<file path="src/design/rtp_pkg.sv">
// Package for the radix integer text parser.
// Holds the item types, character codes, parse phases and character helpers.
// No dependencies; every other design file imports it.
package rtp_pkg;

    localparam int CH_W      = 8;
    localparam int RADIX_W   = 6;
    localparam int VALUE_W   = 64;
    localparam int INDEX_W   = 16;
    localparam int PROD_W    = VALUE_W + RADIX_W;
    localparam int POSITION_BITS_DEF = 16;

    localparam logic [RADIX_W-1:0] RADIX_AUTO = 6'd0;
    localparam logic [RADIX_W-1:0] RADIX_ONE  = 6'd1;
    localparam logic [RADIX_W-1:0] RADIX_OCT  = 6'd8;
    localparam logic [RADIX_W-1:0] RADIX_DEC  = 6'd10;
    localparam logic [RADIX_W-1:0] RADIX_HEX  = 6'd16;
    localparam logic [RADIX_W-1:0] RADIX_MAX  = 6'd36;
    localparam logic [RADIX_W-1:0] DIGIT_NONE = 6'd63;

    localparam logic [CH_W-1:0] CH_TAB   = 8'h09;
    localparam logic [CH_W-1:0] CH_CR    = 8'h0D;
    localparam logic [CH_W-1:0] CH_SPACE = 8'h20;
    localparam logic [CH_W-1:0] CH_PLUS  = 8'h2B;
    localparam logic [CH_W-1:0] CH_MINUS = 8'h2D;
    localparam logic [CH_W-1:0] CH_0     = 8'h30;
    localparam logic [CH_W-1:0] CH_9     = 8'h39;
    localparam logic [CH_W-1:0] CH_UA    = 8'h41;
    localparam logic [CH_W-1:0] CH_UX    = 8'h58;
    localparam logic [CH_W-1:0] CH_UZ    = 8'h5A;
    localparam logic [CH_W-1:0] CH_LA    = 8'h61;
    localparam logic [CH_W-1:0] CH_LX    = 8'h78;
    localparam logic [CH_W-1:0] CH_LZ    = 8'h7A;
    localparam logic [CH_W-1:0] LETTER_OFS = 8'd10;

    typedef enum logic [2:0] {
        PH_IDLE,
        PH_SPACE,
        PH_SIGNED,
        PH_ZERO,
        PH_DIGITS
    } phase_t;

    typedef struct packed {
        logic               start_req;
        logic [CH_W-1:0]    ch;
        logic [RADIX_W-1:0] radix;
    } in_item_t;

    typedef struct packed {
        logic [VALUE_W-1:0] value;
        logic [INDEX_W-1:0] end_index;
        logic               got_digits;
    } out_item_t;

    // Handshake between the parse core and the register stages around it.
    typedef struct packed {
        logic item_vld;
        logic out_free;
    } core_ctl_t;

    function automatic logic [RADIX_W-1:0] char_digit(input logic [CH_W-1:0] c);
        logic [CH_W-1:0] d;
        d = CH_W'(DIGIT_NONE);
        if (c >= CH_0 && c <= CH_9) begin
            d = c - CH_0;
        end else if (c >= CH_LA && c <= CH_LZ) begin
            d = c - CH_LA + LETTER_OFS;
        end else if (c >= CH_UA && c <= CH_UZ) begin
            d = c - CH_UA + LETTER_OFS;
        end
        return d[RADIX_W-1:0];
    endfunction

    function automatic logic is_blank(input logic [CH_W-1:0] c);
        return (c == CH_SPACE) || (c >= CH_TAB && c <= CH_CR);
    endfunction

endpackage

</file>
<file path="src/design/rtp_if.sv">
// Channel interfaces of the radix integer text parser: characters in, results out.
// Depends on rtp_pkg for field widths.
interface rtp_in_if import rtp_pkg::*; ();
    logic               valid;
    logic               ready;
    logic               start_req;
    logic [CH_W-1:0]    ch;
    logic [RADIX_W-1:0] radix;

    modport source (output valid, start_req, ch, radix, input ready);
    modport sink   (input valid, start_req, ch, radix, output ready);
endinterface

interface rtp_out_if import rtp_pkg::*; ();
    logic               valid;
    logic               ready;
    logic [VALUE_W-1:0] value;
    logic [INDEX_W-1:0] end_index;
    logic               got_digits;

    modport source (output valid, value, end_index, got_digits, input ready);
    modport sink   (input valid, value, end_index, got_digits, output ready);
endinterface

</file>
<file path="src/design/rtp_in_reg.sv">
// Input register of the parser: captures one character item per cycle while it has room.
// Depends on rtp_pkg and rtp_in_if.
module rtp_in_reg
    import rtp_pkg::*;
(
    input  logic         clk,
    input  logic         rst_n,
    rtp_in_if.sink       chars,
    input  logic         take,
    output logic         item_vld,
    output in_item_t     item
);

    logic     vld_reg;
    logic     vld_next;
    in_item_t item_reg;

    assign chars.ready = !vld_reg || take;
    assign item_vld    = vld_reg;
    assign item        = item_reg;

    always_comb
    begin
        vld_next = vld_reg;
        if (chars.valid && chars.ready) begin
            vld_next = 1'b1;
        end else if (take) begin
            vld_next = 1'b0;
        end
    end

    always_ff @(posedge clk or negedge rst_n)
    begin
        if (!rst_n) begin
            vld_reg <= 1'b0;
        end else begin
            vld_reg <= vld_next;
        end
    end

    always_ff @(posedge clk)
    begin
        if (chars.valid && chars.ready) begin
            item_reg <= '{start_req: chars.start_req, ch: chars.ch, radix: chars.radix};
        end
    end

endmodule

</file>
<file path="src/design/rtp_core.sv">
// Parse core: phase, base, sign, accumulator and position registers, and the
// per-character step that updates them and forms a result. Depends on rtp_pkg.
module rtp_core
    import rtp_pkg::*;
#(
    parameter int POSITION_BITS = POSITION_BITS_DEF
)
(
    input  logic      clk,
    input  logic      rst_n,
    input  core_ctl_t ctl,
    input  in_item_t  item,
    output logic      take,
    output logic      res_vld,
    output out_item_t res
);

    localparam logic [POSITION_BITS-1:0] POS_MAX = {POSITION_BITS{1'b1}};

    phase_t                   phase_reg, phase_next;
    logic [RADIX_W-1:0]       base_reg, base_next;
    logic                     neg_reg, neg_next;
    logic [VALUE_W-1:0]       acc_reg, acc_next;
    logic [POSITION_BITS-1:0] pos_reg, pos_next;
    logic                     seen_reg, seen_next;

    phase_t                   ph0;
    logic [RADIX_W-1:0]       base0, base_d, dig;
    logic                     neg0, seen0, seen_d;
    logic [VALUE_W-1:0]       acc0;
    logic [POSITION_BITS-1:0] pos0, pos_inc;
    logic [POSITION_BITS+INDEX_W-1:0] pos_ext;
    logic [PROD_W-1:0]        prod;
    logic                     bad_radix, at_signed, at_zero, at_digits, gen;
    logic [CH_W-1:0]          c;

    assign c         = item.ch;
    assign bad_radix = (item.radix == RADIX_ONE) || (item.radix > RADIX_MAX);
    assign dig       = char_digit(c);
    assign pos_ext   = {{INDEX_W{1'b0}}, pos0};
    assign pos_inc   = (pos0 == POS_MAX) ? pos0 : pos0 + 1'b1;
    assign prod      = acc0 * base_d;

    always_comb
    begin
        // A start request restarts the parse from a clean state.
        if (item.start_req) begin
            ph0   = PH_SPACE;
            base0 = item.radix;
            neg0  = 1'b0;
            acc0  = '0;
            pos0  = '0;
            seen0 = 1'b0;
        end else begin
            ph0   = phase_reg;
            base0 = base_reg;
            neg0  = neg_reg;
            acc0  = acc_reg;
            pos0  = pos_reg;
            seen0 = seen_reg;
        end

        phase_next = ph0;
        base_next  = base0;
        neg_next   = neg0;
        acc_next   = acc0;
        pos_next   = pos0;
        seen_next  = seen0;
        gen        = 1'b0;
        res        = '{value: '0, end_index: '0, got_digits: 1'b0};
        at_signed  = 1'b0;
        at_zero    = 1'b0;
        at_digits  = 1'b0;
        base_d     = base0;
        seen_d     = seen0;

        if (item.start_req && bad_radix) begin
            phase_next = PH_IDLE;
            gen        = 1'b1;
        end else begin
            // The phases may fall through into one another on one character.
            if (ph0 == PH_SPACE) begin
                if (is_blank(c)) begin
                    pos_next = pos_inc;
                end else if (c == CH_PLUS || c == CH_MINUS) begin
                    neg_next   = (c == CH_MINUS);
                    phase_next = PH_SIGNED;
                    pos_next   = pos_inc;
                end else begin
                    at_signed = 1'b1;
                end
            end
            if (ph0 == PH_SIGNED || at_signed) begin
                if (c == CH_0 && (base0 == RADIX_AUTO || base0 == RADIX_HEX)) begin
                    phase_next = PH_ZERO;
                    pos_next   = pos_inc;
                end else begin
                    base_d    = (base0 == RADIX_AUTO) ? RADIX_DEC : base0;
                    at_digits = 1'b1;
                end
            end
            if (ph0 == PH_ZERO) begin
                at_zero = 1'b1;
                if (c == CH_LX || c == CH_UX) begin
                    base_next  = RADIX_HEX;
                    phase_next = PH_DIGITS;
                    pos_next   = pos_inc;
                end else begin
                    // A lone zero in base sixteen is itself a digit.
                    base_d    = (base0 == RADIX_AUTO) ? RADIX_OCT : base0;
                    seen_d    = seen0 || (base0 != RADIX_AUTO);
                    at_digits = 1'b1;
                end
            end
            if (ph0 == PH_DIGITS || at_digits) begin
                base_next = base_d;
                if (dig < base_d) begin
                    acc_next   = prod[VALUE_W-1:0] + {{(VALUE_W-RADIX_W){1'b0}}, dig};
                    seen_next  = 1'b1;
                    pos_next   = pos_inc;
                    phase_next = PH_DIGITS;
                end else begin
                    seen_next  = seen_d;
                    phase_next = PH_IDLE;
                    gen        = 1'b1;
                    res.value      = neg0 ? ('0 - acc0) : acc0;
                    res.end_index  = seen_d ? pos_ext[INDEX_W-1:0] : '0;
                    res.got_digits = seen_d;
                end
            end
            if (at_zero && ph0 != PH_ZERO) begin
                phase_next = PH_IDLE;
            end
        end
    end

    assign take    = ctl.item_vld && (!gen || ctl.out_free);
    assign res_vld = take && gen;

    always_ff @(posedge clk or negedge rst_n)
    begin
        if (!rst_n) begin
            phase_reg <= PH_IDLE;
            base_reg  <= '0;
            neg_reg   <= 1'b0;
            acc_reg   <= '0;
            pos_reg   <= '0;
            seen_reg  <= 1'b0;
        end else if (take) begin
            phase_reg <= phase_next;
            base_reg  <= base_next;
            neg_reg   <= neg_next;
            acc_reg   <= acc_next;
            pos_reg   <= pos_next;
            seen_reg  <= seen_next;
        end
    end

endmodule

</file>
<file path="src/design/rtp_out_reg.sv">
// Result register of the parser: holds one result item until the sink takes it.
// Depends on rtp_pkg and rtp_out_if.
module rtp_out_reg
    import rtp_pkg::*;
(
    input  logic      clk,
    input  logic      rst_n,
    input  logic      load,
    input  out_item_t res,
    output logic      out_free,
    rtp_out_if.source result
);

    logic      vld_reg;
    logic      vld_next;
    out_item_t res_reg;

    assign out_free          = !vld_reg || result.ready;
    assign result.valid      = vld_reg;
    assign result.value      = res_reg.value;
    assign result.end_index  = res_reg.end_index;
    assign result.got_digits = res_reg.got_digits;

    always_comb
    begin
        vld_next = vld_reg;
        if (load) begin
            vld_next = 1'b1;
        end else if (result.ready) begin
            vld_next = 1'b0;
        end
    end

    always_ff @(posedge clk or negedge rst_n)
    begin
        if (!rst_n) begin
            vld_reg <= 1'b0;
        end else begin
            vld_reg <= vld_next;
        end
    end

    always_ff @(posedge clk)
    begin
        if (load) begin
            res_reg <= res;
        end
    end

endmodule

</file>
<file path="src/design/radix_integer_text_parser_unit.sv">
// Channel   Dir   Payload                                   Notes
// chars     in    start_req, ch[7:0], radix[5:0]            one character per item
// result    out   value[63:0], end_index[15:0], got_digits  one item per finished string
//
// One character item is taken per cycle unless a held result stalls it; its result, if any,
// passes from the input register through one step of parse logic into the
// result register. The step is one 64 by 6 bit multiply-add on the accumulator.
// Reset clears the parse state to idle and empties both registers.
// A held result only stalls a character that would itself end a string.
// Depends on rtp_pkg, rtp_if, rtp_in_reg, rtp_core and rtp_out_reg.
module radix_integer_text_parser_unit
    import rtp_pkg::*;
#(
    parameter int POSITION_BITS = POSITION_BITS_DEF
)
(
    input  logic      clk,
    input  logic      rst_n,
    rtp_in_if.sink    chars,
    rtp_out_if.source result
);

    logic      item_vld;
    in_item_t  item;
    logic      take;
    logic      res_vld;
    out_item_t res;
    logic      out_free;
    core_ctl_t ctl;

    assign ctl = '{item_vld: item_vld, out_free: out_free};

    rtp_in_reg u_in_reg (
        .clk      (clk),
        .rst_n    (rst_n),
        .chars    (chars),
        .take     (take),
        .item_vld (item_vld),
        .item     (item)
    );

    rtp_core #(
        .POSITION_BITS (POSITION_BITS)
    ) u_core (
        .clk     (clk),
        .rst_n   (rst_n),
        .ctl     (ctl),
        .item    (item),
        .take    (take),
        .res_vld (res_vld),
        .res     (res)
    );

    rtp_out_reg u_out_reg (
        .clk      (clk),
        .rst_n    (rst_n),
        .load     (res_vld),
        .res      (res),
        .out_free (out_free),
        .result   (result)
    );

endmodule
</file>
<file path="src/flat_wrapper.sv">
// flat-port wrapper written by rule: the top's interface ports become plain ports
module radix_integer_text_parser_unit_flat import rtp_pkg::*;
#(
    parameter int POSITION_BITS = POSITION_BITS_DEF
)
  (clk, rst_n, chars_valid, chars_start_req, chars_ch, chars_radix, chars_ready, result_valid, result_value, result_end_index, result_got_digits, result_ready);
  rtp_in_if chars_i ();
  rtp_out_if result_i ();
  input  logic clk;
  input  logic rst_n;
  input wire logic [$bits(chars_i.valid)-1:0] chars_valid;
  input wire logic [$bits(chars_i.start_req)-1:0] chars_start_req;
  input wire logic [$bits(chars_i.ch)-1:0] chars_ch;
  input wire logic [$bits(chars_i.radix)-1:0] chars_radix;
  output wire logic [$bits(chars_i.ready)-1:0] chars_ready;
  output wire logic [$bits(result_i.valid)-1:0] result_valid;
  output wire logic [$bits(result_i.value)-1:0] result_value;
  output wire logic [$bits(result_i.end_index)-1:0] result_end_index;
  output wire logic [$bits(result_i.got_digits)-1:0] result_got_digits;
  input wire logic [$bits(result_i.ready)-1:0] result_ready;
  assign chars_i.valid = chars_valid;
  assign chars_i.start_req = chars_start_req;
  assign chars_i.ch = chars_ch;
  assign chars_i.radix = chars_radix;
  assign chars_ready = chars_i.ready;
  assign result_valid = result_i.valid;
  assign result_value = result_i.value;
  assign result_end_index = result_i.end_index;
  assign result_got_digits = result_i.got_digits;
  assign result_i.ready = result_ready;
  radix_integer_text_parser_unit #(.POSITION_BITS(POSITION_BITS)) u_core (.clk(clk), .rst_n(rst_n), .chars(chars_i), .result(result_i));
endmodule
</file>
<file path="config.mk">
export PLATFORM = sky130hd
export DESIGN_NAME = radix_integer_text_parser_unit_flat
export DESIGN_NICKNAME = d
export VERILOG_FILES = /design/src/design/rtp_pkg.sv /design/src/design/rtp_if.sv /design/src/design/rtp_in_reg.sv /design/src/design/rtp_core.sv /design/src/design/rtp_out_reg.sv /design/src/design/radix_integer_text_parser_unit.sv /design/src/flat_wrapper.sv
export SDC_FILE = /design/constraint.sdc
export NUM_CORES = 1
export LEC_CHECK = 0
export ABC_AREA = 1
export BUFFER_PORTS_ARGS = -buffer_cell sky130_fd_sc_hd__buf_2
export CORE_MARGIN = 10
export CORE_UTILIZATION = 46
export CTS_CLUSTER_SIZE = 14
export DETAILED_ROUTE_END_ITERATION = 6
export PLACE_DENSITY_LB_ADDON = 0.1
export SYNTH_ARGS = -nofsm -noshare
export SYNTH_HDL_FRONTEND = slang
export SYNTH_SLANG_ARGS = --single-unit
</file>
<file path="constraint.sdc">
create_clock -name clk -period 12.45 [get_ports clk]
set_input_delay 2.49 -clock clk [delete_from_list [all_inputs] [get_ports clk]]
set_output_delay 2.49 -clock clk [all_outputs]
set_load 0.1 [all_outputs]
</file>
==> results of run 1 <==
==> power by group through the flow <==
stage	Combinational (W)	Clock [W]	Sequential, W
2_1_floorplan	0.00167	0	0.00140
3_3_place_gp	0.00288	0	0.000959
3_5_place_dp	0.00291	0	0.000962
4_1_cts	0.00293	0.000599	0.000950
5_1_grt	0.00322	0.000619	0.000966
6_report	0.00295	0.000589	0.000953
==> worst max path at each step <==
stage | start | to | slack (ns) | cells past startpoint
floorplan | u_core.u_in_reg.item[10] | chars_ready | 6.38 | 21
global placement | u_core.u_in_reg.item[14] | u_core.u_core.acc_reg[45] | 3.91 | 30
detailed placement | u_core.u_in_reg.item[14] | u_core.u_core.acc_reg[45] | 3.75 | 30
CTS | u_core.u_in_reg.item[14] | u_core.u_core.acc_reg[45] | 3.72 | 30
global route | u_core.u_in_reg.item[14] | u_core.u_core.acc_reg[45] | 3.03 | 30
finish | u_core.u_in_reg.item[14] | u_core.u_core.acc_reg[45] | 3.66 | 30
==> stage by stage <==
stage / setup slack, ns / total power (W)
6_report: 3.66 / 0.00449
5_1_grt: 3.03 / 0.00481
4_1_cts: 3.72 / 0.00447
3_5_place_dp: 3.75 / 0.00387
3_3_place_gp: 3.91 / 0.00384
2_1_floorplan: 6.38 / 0.00306
==> cell usage in the layout (no fill, tap or decap), types with 19 or more instances in the layout <==
cell type | Yosys | layout
fa_1 | 240 | 240
inv_1 | 340 | 332
nand2_2 | 20 | 20
dfrtp_1 | 93 | 93
a211oi_1 | 19 | 19
o21ai_0 | 192 | 192
buf_2 | 35 | 100
nand2_1 | 617 | 617
nand3_1 | 154 | 153
nand4_1 | 32 | 32
nor3_1 | 29 | 29
a21oi_1 | 144 | 144
ha_1 | 143 | 143
edfxtp_1 | 96 | 96
nor2_1 | 624 | 624
xor2_1 | 44 | 44
inv_2 | 15 | 19
==> cells by family (layout without fill, tap and decap cells) <==
group	count (synthesis)	after routing	synth area share
compound gates	438	438	0.105
xor+xnor	62	62	0.0235
fa+ha+maj	383	383	0.285
buf+inv	463	514	0.0821
flops	189	189	0.225
mux	1	1	0.000433
simple gates	1547	1547	0.279
==> critical path, delay by kind of cell, from the launching register on <==
kind,cells,cell delay [ns]
XOR/XNOR,1,0.22
adder cells (fa/ha/maj),5,2.13
buffers and inverters,5,2.38
flip-flops,1,0.32
AO/OA/AOI/OAI,6,1.68
AND/OR/NAND/NOR,13,1.91
==> area by class of cell <==
class                           count  area, µm²  share of cell area
Timing Repair Buffer              118        636              0.0257
Multi-Input combinational cell   2431      16000               0.650
Sequential cell                   189       5210               0.211
Inverter                          364       1370              0.0555
Tap cell                          672        841              0.0340
Clock inverter                     12        153             0.00618
Clock buffer                       20        447              0.0181
==> layer usage <==
metal  wire length, µm  GRT usage  part of all wire
met5                18          0           0.00022
met4              1960     0.0791             0.024
met3              7250     0.0643             0.089
met2             35700      0.416              0.44
met1             36300      0.380              0.45
==> results.toml, run 1 <==
[status]
status = "finished clean"

[power_and_ir_drop]
power.sequential.fraction = 0.212
pwr-share-comb = 0.657
clkPwrFrac = 0.131
pwr_density_cell_mw_per_mm2 = 182
power.net_switching_w = 0.00263
worst_voltage_drop_across_the_vdd_grid_mv = 0.119
internal_power_w = 0.00187
netSwitchingFraction = 0.585
leakage_nw = 12.2

[worst_setup_path]
critical_path.slowest_cell = "clkinv_1"
critical_path_arrival_ns = 9.16
critical_path_peak_fanout = 61
cp.required_ns = 12.82
cp_common_cell = "nand2_1"
max_stage_delay_ns = 0.68
endpoint_kind = "flop"
r2r_start = "u_core.u_in_reg.item[14]"
regToRegEndpoint = "u_core.u_core.acc_reg[45]"
ff2ff_setup_slack_ns = 3.66
worst_setup_path_start_kind = "flop"
worst-r2r-cell-count = 30
worstSetupPathType = "reg -> reg"

[drt]
detail_route.iter0.violations = 1856
num_vias = 21400
drc = 0
total_wire_length_after_detailed_routing_mm = 81.2
drtPass1Iterations = 6
routedWlPerCell_um = 21.3
detail_route_antenna_nets = 0
route.detailed.vias_per_inst = 5.63

[sta]
setup_violations = 0
final.period_utilization = 0.706
achievable-frequency_mhz = 114
post_layout_min_period_ns = 8.79
rsz0062_at_grt = "false"
relative_slew_slack = 0.194
fin_worst_skew_ns = 0.0233
slew_worst_pin_ns = 1.21
worst_hold_slack_ns = 0.485
number_of_endpoints_with_negative_hold_slack_in_the_final_report = 0
drv_slew = 0
final_sum_of_negative_setup_slack_ns = 0

[global_routing]
grt_pass1_vias = 21600
final_global_route_overflow_total = 0
grt_antenna_before_repair = 1
grt_max_degree = 83
wire_length_of_the_first_global_routing_pass_mm = 127
grt.total_usage = 0.273

[placement]
globalplace.congestion = 1.00
detailed_place.area_mm2 = 0.0241
place.detailed.instances = 3774
post-dp-hpwl_mm = 63.9
port_bufs = 101

[logic_synthesis]
post_synth_inst_count = 3083
post-synth-top-area-fraction = 0.208
yosysWarningCount = 0
synth.cell_area_mm2 = 0.0231
synthesized_netlist_net_count = 3485
post_synth_num_cell_types = 60
ys_top_cells_by_count = "624 x nor2_1, 617 x nand2_1, 340 x inv_1"
netlist_top_cells_area = "fa_1 21%, edfxtp_1 12%, nor2_1 10%"
ys_ff_latch = 189
synthFlopType = "edfxtp_1"
yosysSeqAreaShare = 0.225
synthMostInstantiatedCell = "nor2_1"
synth_enable_flop_cells = 96
syn_avg_cell_area_um2 = 7.50
synthDominantAreaCellType = "fa_1"
postSynth.asyncResetShare = 0.492

[clock_tree]
numClockSinks = 189
postCtsResizedCells = 0
clkSlewWorstSetupHoldPaths_ns = 0.08
postCtsHoldBufs = 0
cts-root-buf = "clkbuf_16"
cts_tree = "built"
post_cts.repair.setup_buffers = 0
clk_latency_ns = 0.49
ctsLongestPathBuffers = 2
number_of_cts_inserted_buffers = 17
h_tree_levels = 4

[hold_path]
min_path_cells = 2
holdCritStartpoint = "u_core.u_core.acc_reg[27]"
hold_path_class = "reg -> reg"
worst_hold_path.endpoint = "u_core.u_core.acc_reg[27]"

[layout]
finish.instance_area_mm2 = 0.0247
num_antenna_cells = 0
finish.cell_count_without_fillers = 3806
fillerInstances = 5050
area_growth_syn_to_layout_pct = 6.78
fin_util = 0.494
final_nets = 3523
drive_above_1_share = 0.0807

[floorplan]
row_count = 82
chipHeight_um = 244
die-area_mm2 = 0.0597
initial_core_util = 0.463
coreArea_mm2 = 0.0500
ios = 102
die_x_extent_um = 244

[job]
drv_cap = 0
(Power assumes the default switching activity.)
==> inputs of run 2 (changes only) <==
Clock period 12.45 ns to 7.1 ns, I/O delays scaled along.
==> run 2 against run 1 <==
Largest cell class unchanged; sequential power rose by 76%; core utilization rose by 0.51 points; fmax rose by 32%; final cell count grew 0.63%; critical endpoint is now u_core.u_core.acc_reg[42]; clock power up 75%.
==> results.toml, run 2 (synthesis results as in run 1) <==
[clock_tree]
cts_tree = "built"
ctsLongestPathBuffers = 2
h_tree_levels = 4
numClockSinks = 189
clk_latency_ns = 0.51
number_of_cts_inserted_buffers = 17
clkSlewWorstSetupHoldPaths_ns = 0.08
cts-root-buf = "clkbuf_16"
postCtsHoldBufs = 0

[sta]
setup_violations = 0
number_of_endpoints_with_negative_hold_slack_in_the_final_report = 0
fin_worst_skew_ns = 0.0253
rsz0062_at_grt = "false"
achievable-frequency_mhz = 150
post_layout_min_period_ns = 6.68
relative_slew_slack = 0.291
slew_worst_pin_ns = 1.06
drv_slew = 0
final.period_utilization = 0.941
final_sum_of_negative_setup_slack_ns = 0

[global_routing]
grt_max_degree = 70
grt_pass1_vias = 21800
grt.total_usage = 0.280
final_global_route_overflow_total = 0
grt_busiest_layer = "met2"
grtUsageMet1 = 0.397
wire_length_of_the_first_global_routing_pass_mm = 129
grtUsageMet3 = 0.0582
grt_antenna_before_repair = 3
grt_util_met2 = 0.420

[layout]
fillerInstances = 5042
num_antenna_cells = 0
most_common_library_cell_in_the_layout_ignoring_fill_and_taps = "nor2_1"
area_growth_syn_to_layout_pct = 7.88
final_nets = 3547
mostFrequentLayoutCells = "624 x nor2_1, 617 x nand2_1, 332 x inv_1"
drive_above_1_share = 0.0906

[drt]
total_wire_length_after_detailed_routing_mm = 82.3
drtPass1Iterations = 6
detail_route.iter0.violations = 1922
routedWlPerCell_um = 21.5
route.detailed.vias_per_inst = 5.67
drc = 0
detail_route_antenna_nets = 0
num_vias = 21700

[worst_setup_path]
cp.required_ns = 7.48
critical_path.slowest_cell = "fa_1"
worstSetupPathType = "reg -> reg"
critical_path_arrival_ns = 7.06
critical_path_peak_fanout = 24
worst_setup_path_start_kind = "flop"
ff2ff_setup_slack_ns = 0.42
cp_common_cell = "nand2_1"
endpoint_kind = "flop"
max_stage_delay_ns = 0.52

[hold_path]
hold_path_class = "reg -> reg"

[job]
drv_cap = 0

[status]
status = "finished clean"

[floorplan]
ios = 102
chipHeight_um = 244
die-area_mm2 = 0.0597
row_count = 82
initial_core_util = 0.463
die_x_extent_um = 244
coreArea_mm2 = 0.0500

[placement]
post-dp-hpwl_mm = 64.5
port_bufs = 101
globalplace.congestion = 1.01

[power_and_ir_drop]
worst_voltage_drop_across_the_vdd_grid_mv = 0.203
leakage_nw = 12.4
pwr_density_cell_mw_per_mm2 = 320
total_power_w = 0.00798
run 2: report_power, final:
part	internal [W]	switching [W]	leakage [nW]	total, W
combinational	0.00131	0.00397	9.90	0.00527
sequential	0.00148	0.000191	2.18	0.00168
clock	0.000503	0.000523	0.292	0.00103
run 2: critical path: cells and delay by family, from the launching register on:
family                   cells  cell delay [ns]
flip-flops                   1             0.50
XOR/XNOR                     1             0.21
adder cells (fa/ha/maj)      6             2.33
AND/OR/NAND/NOR             14             1.70
AO/OA/AOI/OAI                5             1.20
buffers and inverters        4             0.59
run 2: what timing repair did:
| item | 4_1_cts | 5_1_grt |
|---|---|---|
| buffers inserted | 0 | 3 |
| endpoints found under the setup margin | 0 | 11 |
| hold endpoints to repair | 0 | 0 |
| resized for setup | 0 | 11 |
run 2: final cells by class:
type / count / area [µm²] / share of cell area
clock buffer: 17 / 425 / 0.0170
clock inverter: 15 / 178 / 0.00712
inverter: 364 / 1380 / 0.0551
multi-input combinational: 2431 / 16100 / 0.644
sequential: 189 / 5210 / 0.209
tap: 672 / 841 / 0.0337
timing repair buffer: 142 / 857 / 0.0343
run 2: layer usage:
metal / vias to the layer above / share of wire
met5: - / 0.00016
met4: 2 / 0.028
met3: 101 / 0.083
met2: 908 / 0.43
met1: 10700 / 0.46
li1: 10100 / -
run 2: path summary, 6_finish.rpt:
check	cells after the start	start	endpoint
min reg2reg	2	u_core.u_core.acc_reg[54]	u_core.u_core.acc_reg[54]
max reg2reg	30	u_core.u_in_reg.item[10]	u_core.u_core.acc_reg[42]
min	2	u_core.u_core.acc_reg[54]	u_core.u_core.acc_reg[54]
max in group asynchronous	2	rst_n	u_core.u_core.acc_reg[50]
max	30	u_core.u_in_reg.item[10]	u_core.u_core.acc_reg[42]
min in group asynchronous	1	rst_n	u_core.u_core.neg_reg
run 2: stage by stage:
step	utilization	std cells	hold slack (ns)	setup WS (ns)	cell area [µm²]
floorplan	-	3083	0.449	1.43	23100
global placement	0.486	3795	0.462	0.322	24300
detailed placement	0.486	3795	0.465	0.272	24300
CTS	0.498	3827	0.485	0.224	24900
global route	0.499	3830	0.505	0.0124	25000
finish	0.499	3830	0.485	0.417	25000
==> inputs of run 3 (changes only) <==
Clock period 7.1 ns to 6.21 ns, I/O delays scaled along.
==> run 3 against run 2 <==
Combinational power up 33%; clock skew shrank 0.0057 ns; final cell count grew 5.8%; critical path type unchanged; largest cell class unchanged; largest power group unchanged.
==> results.toml, run 3 (synthesis results as in run 1) <==
[global_routing]
grt_pass1_vias = 22600
grt.total_usage = 0.285
final_global_route_overflow_total = 0
grt_max_degree = 93
wire_length_of_the_first_global_routing_pass_mm = 132
grt_antenna_before_repair = 0

[hold_path]
hold_path_class = "reg -> reg"

[drt]
drc = 0
num_vias = 22900
detail_route.iter0.violations = 2259
routedWlPerCell_um = 21.6
drtPass1Iterations = 6
detail_route_antenna_nets = 0
route.detailed.vias_per_inst = 5.65
total_wire_length_after_detailed_routing_mm = 87.6

[layout]
area_growth_syn_to_layout_pct = 20.5
most_common_library_cell_in_the_layout_ignoring_fill_and_taps = "nand2_1"
finish.cell_count_without_fillers = 4052
drive_above_1_share = 0.219
num_antenna_cells = 0
fin_util = 0.558
multi_input_comb_area_mm2 = 0.0172
fillerInstances = 4869
final_nets = 3769
mostFrequentLayoutCells = "586 x nand2_1, 555 x nor2_1, 322 x inv_1"
final-seq-area_mm2 = 0.00521

[placement]
globalplace.congestion = 0.991
port_bufs = 101
post-dp-hpwl_mm = 67.3
place.detailed.instances = 3995

[worst_setup_path]
critical_path_arrival_ns = 6.58
worstSetupPathType = "reg -> reg"
endpoint_kind = "flop"
cp.required_ns = 6.64
critical_path_peak_fanout = 16
cpLargestDelayFamily = "adder cells"
worst_setup_path_start_kind = "flop"
critical_path.slowest_cell = "fa_1"
max_stage_delay_ns = 0.57
crit_buf_inv = 6

[clock_tree]
ctsLongestPathBuffers = 2
cts_tree = "built"
number_of_cts_inserted_buffers = 17
clkSlewWorstSetupHoldPaths_ns = 0.09
numClockSinks = 189
cts-root-buf = "clkbuf_16"
postCtsHoldBufs = 0
h_tree_levels = 4
clk_latency_ns = 0.51

[sta]
final.period_utilization = 0.989
fin_worst_skew_ns = 0.0196
post_layout_min_period_ns = 6.14
rsz0062_at_grt = "true"
drv_slew = 0
setup_violations = 0
slew_worst_pin_ns = 1.24
number_of_endpoints_with_negative_hold_slack_in_the_final_report = 0
achievable-frequency_mhz = 163
relative_slew_slack = 0.170

[power_and_ir_drop]
total_power_w = 0.0101
power.sequential.fraction = 0.188
internal_power_w = 0.00435
clkPwrFrac = 0.116
pwr-share-comb = 0.696
worst_voltage_drop_across_the_vdd_grid_mv = 0.286
pwr_density_cell_mw_per_mm2 = 361
leakage_nw = 13.6
netSwitchingFraction = 0.568
power.net_switching_w = 0.00571

[floorplan]
chipHeight_um = 244
initial_core_util = 0.463
row_count = 82
ios = 102
die-area_mm2 = 0.0597
die_x_extent_um = 244
coreArea_mm2 = 0.0500

[status]
status = "finished clean"

[job]
drv_cap = 0
==> run 3: changes by cell type in the layout (fill, tap and decap cells not counted), sizes merged <==
cell    previous run  this run
inv              358       359
clkinv            18        16
clkbuf            17        23
buf              142       359
==> run 3: power by group through the flow <==
stage | Clock [W] | Combinational, W | Sequential, W
detailed placement | 0 | 0.00636 | 0.00190
floorplan | 0 | 0.00334 | 0.00280
global route | 0.00122 | 0.00754 | 0.00192
finish | 0.00116 | 0.00700 | 0.00189
CTS | 0.00119 | 0.00641 | 0.00188
global placement | 0 | 0.00632 | 0.00190
==> run 3: per-layer routing <==
| metal | vias up | GRT usage | wire, µm |
|---|---|---|---|
| li1 | 10500 | - | - |
| met1 | 11300 | 0.404 | 39000 |
| met2 | 996 | 0.438 | 38900 |
| met3 | 129 | 0.0604 | 7590 |
| met4 | 0 | 0.0711 | 2070 |
| met5 | - | 0 | 0 |
==> run 3: repair_timing <==
item,CTS,global route
gates resized for setup,18,295
pin swaps,1,66
setup endpoints to repair,16,50
gates cloned,0,5
setup buffers,2,18
==> run 3: path summary, 6_finish.rpt <==
kind	from	to	slack, ns	cells after the start
min	u_core.u_core.acc_reg[57]	u_core.u_core.acc_reg[57]	0.49	2
min reg2reg	u_core.u_core.acc_reg[57]	u_core.u_core.acc_reg[57]	0.49	2
max reg2reg	u_core.u_in_reg.item[7]	u_core.u_core.acc_reg[44]	0.07	30
max	u_core.u_in_reg.item[7]	u_core.u_core.acc_reg[44]	0.07	30
max in group asynchronous	rst_n	u_core.u_core.acc_reg[36]	4.13	2
min in group asynchronous	rst_n	u_core.u_core.acc_reg[8]	0.87	1
==> run 3: cell type report <==
| type | instances | share of cell area |
|---|---|---|
| Clock buffer | 18 | 0.0154 |
| Clock inverter | 14 | 0.00543 |
| Inverter | 364 | 0.0496 |
| Multi-Input combinational cell | 2431 | 0.616 |
| Sequential cell | 189 | 0.187 |
| Tap cell | 672 | 0.0302 |
| Timing Repair Buffer | 364 | 0.0961 |
==> run 3: worst register-to-register path, delay by kind of cell (launching register included) <==
| family | cells | cell delay [ns] |
|---|---|---|
| adder cells (fa/ha/maj) | 6 | 2.28 |
| AND/OR/NAND/NOR | 11 | 1.20 |
| AO/OA/AOI/OAI | 6 | 1.08 |
| buffers and inverters | 6 | 0.79 |
| flip-flops | 1 | 0.45 |
| XOR/XNOR | 1 | 0.31 |
==> run 3: stage by stage <==
step | area (µm²) | TNS, ns | hold slack [ns] | setup WS (ns)
after CTS | 26500 | -0.00800 | 0.488 | -0.00775
final | 27900 | 0 | 0.487 | 0.0680
after detailed placement | 25800 | -0.664 | 0.465 | -0.223
after global routing | 27900 | -1.05 | 0.504 | -0.133
after floorplan | 23100 | 0 | 0.449 | 0.542
after global placement | 25800 | -0.426 | 0.462 | -0.222
